--- src/hw/rtl/lrz_mul.sv ---
// lrz_mul: shared 33x33 signed multiplier with registered product
// depends on nothing
module lrz_mul (
    input  logic               i_clk,
    input  logic signed [32:0] i_a,
    input  logic signed [32:0] i_b,
    output logic signed [65:0] o_prod
);
    logic signed [65:0] r_prod;

    // one product per cycle
    always_ff @(posedge i_clk) begin
        r_prod <= i_a * i_b;
    end

    assign o_prod = r_prod;
endmodule

--- config.mk ---
export PLATFORM = sky130hd
export DESIGN_NAME = lrz_mul
export DESIGN_NICKNAME = d
export VERILOG_FILES = /design/src/hw/rtl/lrz_mul.sv
export SDC_FILE = /design/constraint.sdc
export NUM_CORES = 2
export LEC_CHECK = 0
export BUFFER_PORTS_ARGS = -buffer_cell sky130_fd_sc_hd__buf_2
export CAP_MARGIN = 20
export CORE_MARGIN = 4
export CORE_UTILIZATION = 40
export DETAILED_ROUTE_END_ITERATION = 16
export PLACE_DENSITY = 0.56
export SLEW_MARGIN = 20
export SYNTH_ARGS = -nofsm -noshare
export SYNTH_HDL_FRONTEND = slang
export SYNTH_SLANG_ARGS = --single-unit
--- constraint.sdc ---
create_clock -name i_clk -period 17.05 [get_ports i_clk]
set_clock_uncertainty 0.1 [all_clocks]
set_input_delay 0.8525 -clock i_clk [delete_from_list [all_inputs] [get_ports i_clk]]
set_output_delay 0.8525 -clock i_clk [all_outputs]
set_load 0.01 [all_outputs]
; After elaboration in Yosys (flattened, before gate mapping)
; Cells that the tools add are included.
[op_classes]
n_mux = 0
mul = 1
order_cmp = 0
n_reduce_logical = 0
n_shift = 0
div = 0
add_sub_neg = 0
eq_ne = 0
bitwise = 0
[op_table]
columns = op, count
row1 = 33-bit by 33-bit multiplier with 66-bit output, 1
[totals]
inputBits = 67
ff_bits = 66
output_inout_bits = 66
rom_bits = 0
mem_bits_rw = 0
latchBits = 0
wordCells = 2
memories = 0

; Longest topological paths before layout
[logic_depth]
ltp_word = 1
ltp_mapped = 27

; Worst setup path after synthesis
; No wires, ideal clock.
[synth_timing]
path_kind = input -> register
start = in i_a[32]
end = reg r_prod[62] (netlist: o_prod[62])
path_buffers = 2
required_ps = 16871
path_slack_ps = 8861
setup_ps = 79
cell_stages = 23
t_arrival_ps = 8010
path_cell_list = clkbuf_1 > nand2_1 > inv_1 > fa_1 > fa_1 > fa_1 > fa_1 > fa_1 > fa_1 > fa_1 > inv_1 > fa_1 > inv_1 > ha_1 > clkbuf_1 > and3_1 > nand3_1 > nand2b_1 > a2111oi_4 > a211oi_4 > a21o_2 > a21o_1 > a211oi_2
[synth_between]
elab_chain_cells = 1
[synth_lines]
columns = element, line_no
row1 = start: declaration, 5  ; input logic signed [32:0] i_a,
row2 = 33-bit by 33-bit multiplier with 66-bit output, 13  ; r_prod <= i_a * i_b;
row3 = end signal: assignment, 13
row4 = end: declaration, 9  ; logic signed [65:0] r_prod;
; Every way passes these cells.

; Final worst setup path
[layout_timing]
start = in i_b[9]
end = reg r_prod[58] (netlist: o_prod[58])
[layout_between]
elab_chain_cells = 1
[layout_lines]
columns = element, line_no
row1 = start: declaration, 6  ; input logic signed [32:0] i_b,
row2 = 33-bit by 33-bit multiplier with 66-bit output, 13
; Every way passes these cells.

==> impl_results.md <==
* Crit end category: flip-flop
* Max Cap Violations at 0
* TNS Setup at 0 ns
* Yosys Warn Count at 0
* Slew @ Worst Pin at 1.29 ns
* Crit path launch type: primary input
* Fraction of registers with async set/reset at 0%
* PortBufs at between 100 and 150
* Worst path required time at 17.22 ns
* Drt via density at 4.98
* Post-DP HPWL at just over 90 mm
* Max reg flops at between 60 and 70
* Buffer count from post-CTS setup fixing at 0
* Core area at 101000 um^2
* Routed Antenna Nets at 0
* CTS Buf Count at 9
* Crit Path Class: primary input to flip-flop
* Crit-path max FO at 33
* Via count at 28200
* Unrepaired setup endpoints after global routing: false
* Wirelength, routed at 113 mm
* Share of post-route cells with drive strength above 1 at 5.23%
* Final Max Tran Viols at 0
* Tcrit/Tclk final at between 50% and 60%
* Grt total ovfl at 0
* Final Critical Period at 9.14 ns
* Routed len/inst at between 15 and 20 um
* Synthesis-stage register bit count at 66
* Die width at 327 um
* Die height at about 330 um
* Outcome: finished clean
* Total GRT Usage at 22.3%
* Post-synth top flop: dfxtp_1
* Mapped Area at between 40000 and 50000 um^2
* Syn Area/Cell at 9.39 um^2
* Syn nets at around 5800
* Seq/Total Area, Yosys at between 3 and 4%
* Root buf cell: clkbuf_16
* WP data arrival at 9.32 ns
* Worst-path clk slew at roughly 0.080 ns
* Count of cell types in the netlist at 80
* Core Rows at 116
* IO Pins at about 130
* Post-CTS Hold Buffers at 0
* TritonCTS clock tree: yes
* CTS sink cnt at 66
* Final Hold Viols at 0
* Largest net degree at the start of global routing at 34
* Max frequency at 109 MHz
* Initial Util at 40.5%
* DRC viols at 0
* Vias in the first global route at 31200
* First-pass DRT Iterations at 6
* Nets at roughly 5700
* Max Buffers Root-to-Sink at 2
* Worst relative slew slack at 13.9%
* Layout area overhead at 5.18%
* Routability cong. at between 0.8 and 0.9
* Initial antenna violation count at 8
* Count of cells resized by post-cts repair at 0
* Htree depth at 3
* Hold crit path type: primary input to flip-flop
* Final setup viols at 0
* Cells after synthesis at ~4300
* First-pass GRT wire length at about 180 mm
* Post-synth EDFFs at 0
* 1st-iter DRT viols at roughly 1400
* Die area at 107000 um^2
[Yosys cell counts (11+ instances only)]
cell      instances  area, um^2
fa_1           1145       22900
o21ai_0          25         125
o21bai_1         11        82.6
xor2_1           25         219
inv_1          1131        4250
dfxtp_1          66        1320
clkbuf_1        208         781
nand2b_1         12        75.1
buf_2            11        55.1
a21o_1           36         270
a21oi_1          57         285
ha_1            217        2720
nand2_1         551        2070
nand3_1          25         125
nand4_1          11        68.8
and2_1          562        3520
nor2_1           68         255
xnor2_1          43         377
[critical path, stage by stage]
cell and delay (ns):
buf_2 0.72, nand2_1 0.32, fa_1 0.72, fa_1 0.45, fa_1 0.57, inv_1 0.07, fa_1 1.18, fa_1 0.58
fa_1 0.52, fa_1 0.51, inv_1 0.05, fa_1 0.52, inv_1 0.06, ha_1 0.40, a21oi_1 0.43, o211ai_1 0.16
a41oi_1 0.67, a21oi_2 0.16, nor4b_2 0.27, a311oi_1 0.08
[layer usage]
| layer | global-route usage (%) | part of all wire, % | vias to the layer above |
|---|---|---|---|
| li1 | - | - | 12200 |
| met1 | 29.5 | 42 | 15100 |
| met2 | 38.2 | 50 | 711 |
| met3 | 3.47 | 5.5 | 163 |
| met4 | 5.98 | 2.7 | 6 |
| met5 | 0 | 0.042 | - |
[cells by family (layout without fill, tap and decap cells)]
group                      count (synthesis)  after routing  share of synthesized area, %
buffers and inverters                   1352           1319                          12.5
and+or+nand+nor                         1271           1271                          15.8
DFF                                       66             66                          3.24
other                                      0              3                             0
AOI/OAI and AO/OA                        219            219                          4.07
xor gates and xnor gates                  68             68                          1.46
adders and majority gates               1362           1362                          62.9
[per-stage QoR]
step	cells	area [um^2]	utilization, %	hold slack [ns]	setup slack (ns)
global route	5662	42800	42.6	0.918	7.62
floorplan	4338	40700	-	0.880	8.86
finish	5665	42800	42.6	0.906	7.91
CTS	5662	42800	42.6	0.879	7.87
detailed placement	5646	42500	42.3	1.15	7.46
global placement	5646	42500	42.3	1.15	7.44
[final cells by class]
cell class                 instances  area (um^2)
antenna                            3         7.51
clock inverter                     7         70.1
inverter                        1131         4250
clock buffer                       9          225
fill                           10000        57700
multi-input combinational       2920        34300
sequential                        66         1320
timing repair buffer             172          961
tap                             1357         1700
[worst paths after layout]
check / start / to / slack, ns / depth (start not counted)
hold / removal: i_b[0] / o_prod[0] / 0.91 / 3
setup / recovery: i_b[9] / o_prod[58] / 7.91 / 20
[placed cells by master (no fill, tap or decap), types with 6 or more instances in the layout]
cell type and count:
buf_2 132, a211oi_1 7, ha_1 217, nand4_1 11, a21o_1 36, dfxtp_1 66, and2_1 562, nor3_1 7
o21ai_0 25, nand2_1 551, o21a_1 6, buf_4 40, xor2_1 25, nand2b_1 12, xnor2_1 43, fa_1 1145
inv_1 1131, o21bai_1 11, clkbuf_16 9, a211o_1 6, nand3_1 25, nor2_1 68, o21ai_1 6, a21oi_1 57
a31oi_1 8
Power is left out: the tool's default activity adds up to more than one toggle a clock period on the data nets, which glitch-free logic cannot reach.
