`config.mk`:
```
export PLATFORM = sky130hd
export DESIGN_NAME = lrz_cfg
export DESIGN_NICKNAME = d
export VERILOG_FILES = /design/src/hw/rtl/lrz_pkg.sv /design/src/hw/rtl/lrz_cfg.sv
export SDC_FILE = /design/constraint.sdc
export NUM_CORES = 1
export LEC_CHECK = 0
export BUFFER_PORTS_ARGS = -buffer_cell sky130_fd_sc_hd__buf_4
export CAP_MARGIN = 20
export CORE_UTILIZATION = 50
export CTS_BUF_LIST = sky130_fd_sc_hd__clkbuf_4
export DETAILED_ROUTE_END_ITERATION = 7
export PLACE_DENSITY_LB_ADDON = 0.05
export SETUP_SLACK_MARGIN = 0.3
export SLEW_MARGIN = 15
export SYNTH_ARGS = -nofsm -noshare
export SYNTH_HDL_FRONTEND = slang
export SYNTH_SLANG_ARGS = --single-unit
```
`constraint.sdc`:
```
create_clock -name i_clk -period 1.3 [get_ports i_clk]
set_input_delay 0.065 -clock i_clk [delete_from_list [all_inputs] [get_ports i_clk]]
set_output_delay 0.065 -clock i_clk [all_outputs]
set_load 0.01 [all_outputs]
```
`src/hw/rtl/lrz_pkg.sv`:
```
// lrz_pkg: shared constants, config types and saturating fixed-point helpers
// for the lorenz63 rk4 integrator; no dependencies
package lrz_pkg;

    localparam int LRZ_MAX_ROWS  = 64;
    localparam int LRZ_ROW_W     = $clog2(LRZ_MAX_ROWS);
    localparam int LRZ_CNT_W     = LRZ_ROW_W + 1;
    localparam int LRZ_CFG_IDX_W = 3;

    // register indexes of the config port
    localparam logic [LRZ_CFG_IDX_W-1:0] CFG_SIGMA   = 3'd0;
    localparam logic [LRZ_CFG_IDX_W-1:0] CFG_RHO     = 3'd1;
    localparam logic [LRZ_CFG_IDX_W-1:0] CFG_BETA    = 3'd2;
    localparam logic [LRZ_CFG_IDX_W-1:0] CFG_DT      = 3'd3;
    localparam logic [LRZ_CFG_IDX_W-1:0] CFG_STEPS   = 3'd4;
    localparam logic [LRZ_CFG_IDX_W-1:0] CFG_SAMPLES = 3'd5;

    // floor(2^34 / 6) + 1, exact quotient by 6 for 32-bit dividends
    localparam logic [31:0] RECIP6 = 32'hAAAA_AAAB;

    typedef struct packed {
        logic signed [31:0] sigma;
        logic signed [31:0] rho;
        logic signed [31:0] beta;
        logic [15:0]        time_step;
        logic [15:0]        steps;
        logic [6:0]         samples;
    } t_cfg;

    // clamp a wide signed value to 32 bits
    function automatic logic signed [31:0] f_sat(input logic signed [65:0] v);
        logic signed [31:0] res;
        if (v > 66'sd2147483647) begin
            res = 32'sh7FFF_FFFF;
        end else if (v < -66'sd2147483648) begin
            res = 32'sh8000_0000;
        end else begin
            res = v[31:0];
        end
        return res;
    endfunction

    function automatic logic signed [31:0] f_add(input logic signed [31:0] a,
                                                 input logic signed [31:0] b);
        logic signed [32:0] s;
        logic signed [31:0] res;
        s = {a[31], a} + {b[31], b};
        if (s[32] != s[31]) begin
            res = s[32] ? 32'sh8000_0000 : 32'sh7FFF_FFFF;
        end else begin
            res = s[31:0];
        end
        return res;
    endfunction

    function automatic logic signed [31:0] f_sub(input logic signed [31:0] a,
                                                 input logic signed [31:0] b);
        logic signed [32:0] s;
        logic signed [31:0] res;
        s = {a[31], a} - {b[31], b};
        if (s[32] != s[31]) begin
            res = s[32] ? 32'sh8000_0000 : 32'sh7FFF_FFFF;
        end else begin
            res = s[31:0];
        end
        return res;
    endfunction

    // shift right by 16 (full) or 17, round half away from zero, saturate
    function automatic logic signed [31:0] f_rnd(input logic signed [65:0] p,
                                                 input logic full);
        logic signed [65:0] r;
        logic signed [31:0] res;
        r = p + (full ? 66'sd32768 : 66'sd65536) - $signed({65'b0, p[65]});
        if (full) begin
            res = f_sat(r >>> 16);
        end else begin
            res = f_sat(r >>> 17);
        end
        return res;
    endfunction

endpackage

```
`src/hw/rtl/lrz_cfg.sv`:
```
// lrz_cfg: configuration register file with reset defaults
// depends on lrz_pkg
module lrz_cfg import lrz_pkg::*; (
    input  logic                     i_clk,
    input  logic                     i_rst_n,
    input  logic                     i_we,
    input  logic [LRZ_CFG_IDX_W-1:0] i_idx,
    input  logic [31:0]              i_data,
    output t_cfg                     o_cfg
);
    t_cfg r_cfg;

    // register writes, unknown indexes dropped
    always_ff @(posedge i_clk) begin
        if (!i_rst_n) begin
            r_cfg.sigma     <= 32'sd655360;
            r_cfg.rho       <= 32'sd1835008;
            r_cfg.beta      <= 32'sd174763;
            r_cfg.time_step <= 16'd655;
            r_cfg.steps     <= 16'd1;
            r_cfg.samples   <= 7'd64;
        end else if (i_we) begin
            case (i_idx)
                CFG_SIGMA:   r_cfg.sigma     <= i_data;
                CFG_RHO:     r_cfg.rho       <= i_data;
                CFG_BETA:    r_cfg.beta      <= i_data;
                CFG_DT:      r_cfg.time_step <= i_data[15:0];
                CFG_STEPS:   r_cfg.steps     <= i_data[15:0];
                CFG_SAMPLES: r_cfg.samples   <= i_data[6:0];
                default: ;
            endcase
        end
    end

    assign o_cfg = r_cfg;
endmodule

```
[Yosys cells after proc, flatten, opt, wreduce, memory -nomap -nowiden]
Cells that the tools add are included.
Word-level totals
  flip-flop bits (word level): 135
  latch bits: 0
  logic and storage cells: 18
  input bits: 38
  memories kept: 0
  output and inout bits: 135
  bits in read-only memories: 0
  RAM bits: 0
Operators by class
  multiplexer cells: 0
  bitwise logic cells: 0
  equality and inequality tests: 5
  $mul: 0
  order comparisons: 0
  shift-type cells: 0
  divide/modulo/power cells: 0
  reduce and logical (&&, ||, !) cells: 7
  add/sub/neg operators: 0
Operators with widths (number)
  2-bit AND reduction: 6
  3-bit by 2-bit equality test with 1-bit output (second input constant): 2
  3-bit equality test (second input constant): 2
  3-bit by 1-bit equality test with 1-bit output (second input constant): 1
  3-bit zero test: 1

[Depth between registers and ports, before layout]
  word-level depth: 2
  depth in mapped cells: 5
  mapped depth without buffers: 2

[Least setup slack after synthesis]
Ideal clock, no wire load.
  kind: input port to flip-flop
  start point: in i_idx[1]
  end point: reg r_cfg, in the netlist o_cfg[107]
  cell stages on the path: 3
  path buffers: 1
  arrival time: 0.882 ns
  setup slack: 0.347 ns
  setup time: 0.072 ns
  required time: 1.228 ns
  cell sequence: nor4b_4 -> buf_6 -> mux2i_1
Between the ends
  word-level cells in the longest chain between the ends: 2
RTL lines
  start: declaration: RTL line lrz_cfg.sv:7  | input logic [LRZ_CFG_IDX_W-1:0] i_idx,
  3-bit zero test: RTL line lrz_cfg.sv:23  | case (i_idx)
  2-bit AND reduction (no source line)
  end: declaration: RTL line lrz_cfg.sv:11  | t_cfg r_cfg;
No other way between the ends.
A chain may end at the register's enable or synchronous reset.

[Final worst setup path]
  start point: reg r_cfg, in the netlist o_cfg[22]
  end point: out o_cfg[22] in the netlist's numbering
RTL lines
  end: declaration: RTL line lrz_cfg.sv:9  | output t_cfg o_cfg
No word-level cell between the ends.

==> results.txt <==
Net load switching power = 1.81 mW
Worst Path Arrival = 0.97 ns
Worst path bufs/invs = 1
Area Overhead vs Synth = 55.9%
Multi-input logic area = 2220 um^2
Routed WL = 13.8 mm
Final hold vios = 0
DR pass1 iterations = 4
First-pass GRT wire length = 20.5 mm
Ant diodes = 0
Startpoint Class = flip-flop
DR vias/cell = 4.96
R2r setup slk = 0.43 ns
Unrepaired setup endpoints after global routing = true
HP Class = in2reg
Number of port buffers = 172
Grt total ovfl = 0
Leading area contributor after synthesis = dfxtp_1
WS Path Type = reg2out
Internal power = 5.86 mW
Clock share of power = 32.4%
Synth Instances = 495
Fin nets = 763
Worst reg2reg path startpoint = o_cfg[23]
FF-to-FF path depth = 4
Max VDD drop = 585 uV
RePlAce Congestion = 0.785
Min-delay src = i_rst_n
Hold Path Stages = 3
Max stage delay on crit path = 0.35 ns
Worst path cell trace = buf_6
Top post-synthesis cells by area = dfxtp_1 (52%), mux2i_1 (26%), nand2_1 (10%)
Total vias in the final route = 4299
Fin. max-slew vios = 0
Hold endpoint = o_cfg[122]
Worst Tran Pin Value = 0.423 ns
Starting Density = 52.2%
Worst R2R End = o_cfg[23]
Sequential area share after synthesis = 52.5%
Core Region = 9860 um^2
Comb power frac = 11.4%
Hold_ws = 0.0368 ns
Synth Register Bits = 135
Sequential cell area = 2870 um^2
Largest net degree at the start of global routing = 61
Power density cells = 955 nW/um^2
Max Clock Skew = 0 ns
Rel. slew slack = 71.8%
Cell Area, Synth = 5150 um^2
Layout cells sized above 1 = 50.8%
H-Tree Depth = 4
FP Rows = 36
Min Tclk post-route = 1.04 ns
Critical Path Fanout Max = 2
CP max-delay cell = dfxtp_2
GR Util All Layers = 25.8%
Cell variety after synth = 13
Worst Path Required = 1.24 ns
# fillers = 583
Mapped Avg Cell Area = 10.4 um^2
Share of Yosys cell area claimed by the top area cell type = 52.5%
Max cap viols = 0
Part of the power in registers = 56.2%
Max Buffers Root-to-Sink = 2
Setup violations, final = 0
Root buf cell = clkbuf_4
Sw frac = 23.6%
Later-pin clock latency in the skew report = 0.49 ns
WL per Instance = 15.9 um
I/O pin total = 173
Fmax = 966 MHz
Die area = 10700 um^2
Initial antenna violation count = 0
CTS tree = yes
Max FFs per register = 135
Design Power = 7.66 mW
Synth Net Count = 533
Die H = 103 um
Clk slew on worst S/H paths = 0.11 ns
Vias in the first global route = 4200
DR iter-0 viols = 105
Final TNS setup = 0 ns
CP top delay family = flip-flops
Yosys warning total = 0
Clock sinks = 135
Dpl hpwl = 8.47 mm
Status = completed
DRT antenna net count = 0
CTS buffer count = 17
Die X = 103 um
Total leakage power = 3.62 nW
# DRC = 0
Critical path capture point type = primary output
Tcrit/Tclk final = 79.6%
-- power groups by stage --
stage          registers [mW]  clock network (mW)  logic [mW]
6_report                 4.31                2.48       0.873
2_1_floorplan            4.41                   0       0.320
3_5_place_dp             4.37                   0       0.693
5_1_grt                  4.32                2.72       0.936
4_1_cts                  4.31                2.52       0.848
3_3_place_gp             4.37                   0       0.679
-- worst max path at each step --
stage / start / endpoint / slack (ns) / depth (start not counted)
2_1_floorplan: i_idx[1] / o_cfg[107] / 0.35 / 3
3_3_place_gp: i_idx[1] / o_cfg[117] / 0.20 / 4
3_5_place_dp: i_idx[1] / o_cfg[103] / 0.14 / 4
4_1_cts: o_cfg[127] / o_cfg[127] / 0.24 / 1
5_1_grt: o_cfg[78] / o_cfg[78] / 0.19 / 1
6_report: o_cfg[22] / o_cfg[22] / 0.26 / 1
-- layout by cell type, fill, tap and decap left out, drive strengths merged --
cell         instances
buf                210
nand2              144
mux2i              135
dfxtp              135
nor2b               38
dlygate4sd3         37
clkbuf              20
clkinv               6
and4bb               2
nand4b               2
bufinv               2
nand4bb              2
nor4b                1
-- stage by stage --
stage / worst slack (ns) / std cells / area (um^2) / util (%)
after CTS: 0.236 / 851 / 7910 / 80.1
after detailed placement: 0.139 / 778 / 6560 / 66.5
after global routing: 0.191 / 867 / 8030 / 81.4
after global placement: 0.198 / 778 / 6560 / 66.5
final: 0.265 / 867 / 8030 / 81.4
after floorplan: 0.347 / 495 / 5150 / -
-- layout make-up --
type	count	area share, %
Multi-Input combinational cell	324	27.7
Clock buffer	20	1.87
Tap cell	133	2.07
Sequential cell	135	35.8
Timing Repair Buffer	247	31.5
Clock inverter	8	1.06
-- kinds of logic (layout without fill, tap and decap cells) --
kind of cell           count (synthesis)  count (layout)  share of synthesized area [%]
AND/OR/NAND/NOR                      189             189                           16.8
buffers and inverters                 36             275                           4.42
multiplexers                         135             135                           26.2
flip-flops                           135             135                           52.5
-- per-layer routing --
| metal | global-route usage, % | routed length (um) | vias to the layer above |
|---|---|---|---|
| li1 | - | - | 2091 |
| met1 | 29.0 | 5670 | 2060 |
| met2 | 44.5 | 6970 | 128 |
| met3 | 9.48 | 927 | 20 |
| met4 | 9.64 | 255 | 0 |
| met5 | 0 | 0 | - |
-- cell usage after synthesis --
cell and instances:
and4bb_2 2, buf_1 1, buf_2 8, buf_4 6, buf_6 8, clkbuf_1 13
dfxtp_1 135, mux2i_1 135, nand2_1 144, nand4b_1 2, nand4bb_1 2, nor2b_1 38
nor4b_4 1
-- repair_timing --
| action | in CTS | in global routing |
|---|---|---|
| buffers inserted | 8 | 16 |
| endpoints found under the hold margin | 134 | 0 |
| hold buffers | 37 | 0 |
| gates cloned | 0 | 0 |
| resized for setup | 270 | 0 |
| endpoints found under the setup margin | 135 | 135 |
Note: power is estimated with default switching activity, not from simulation.
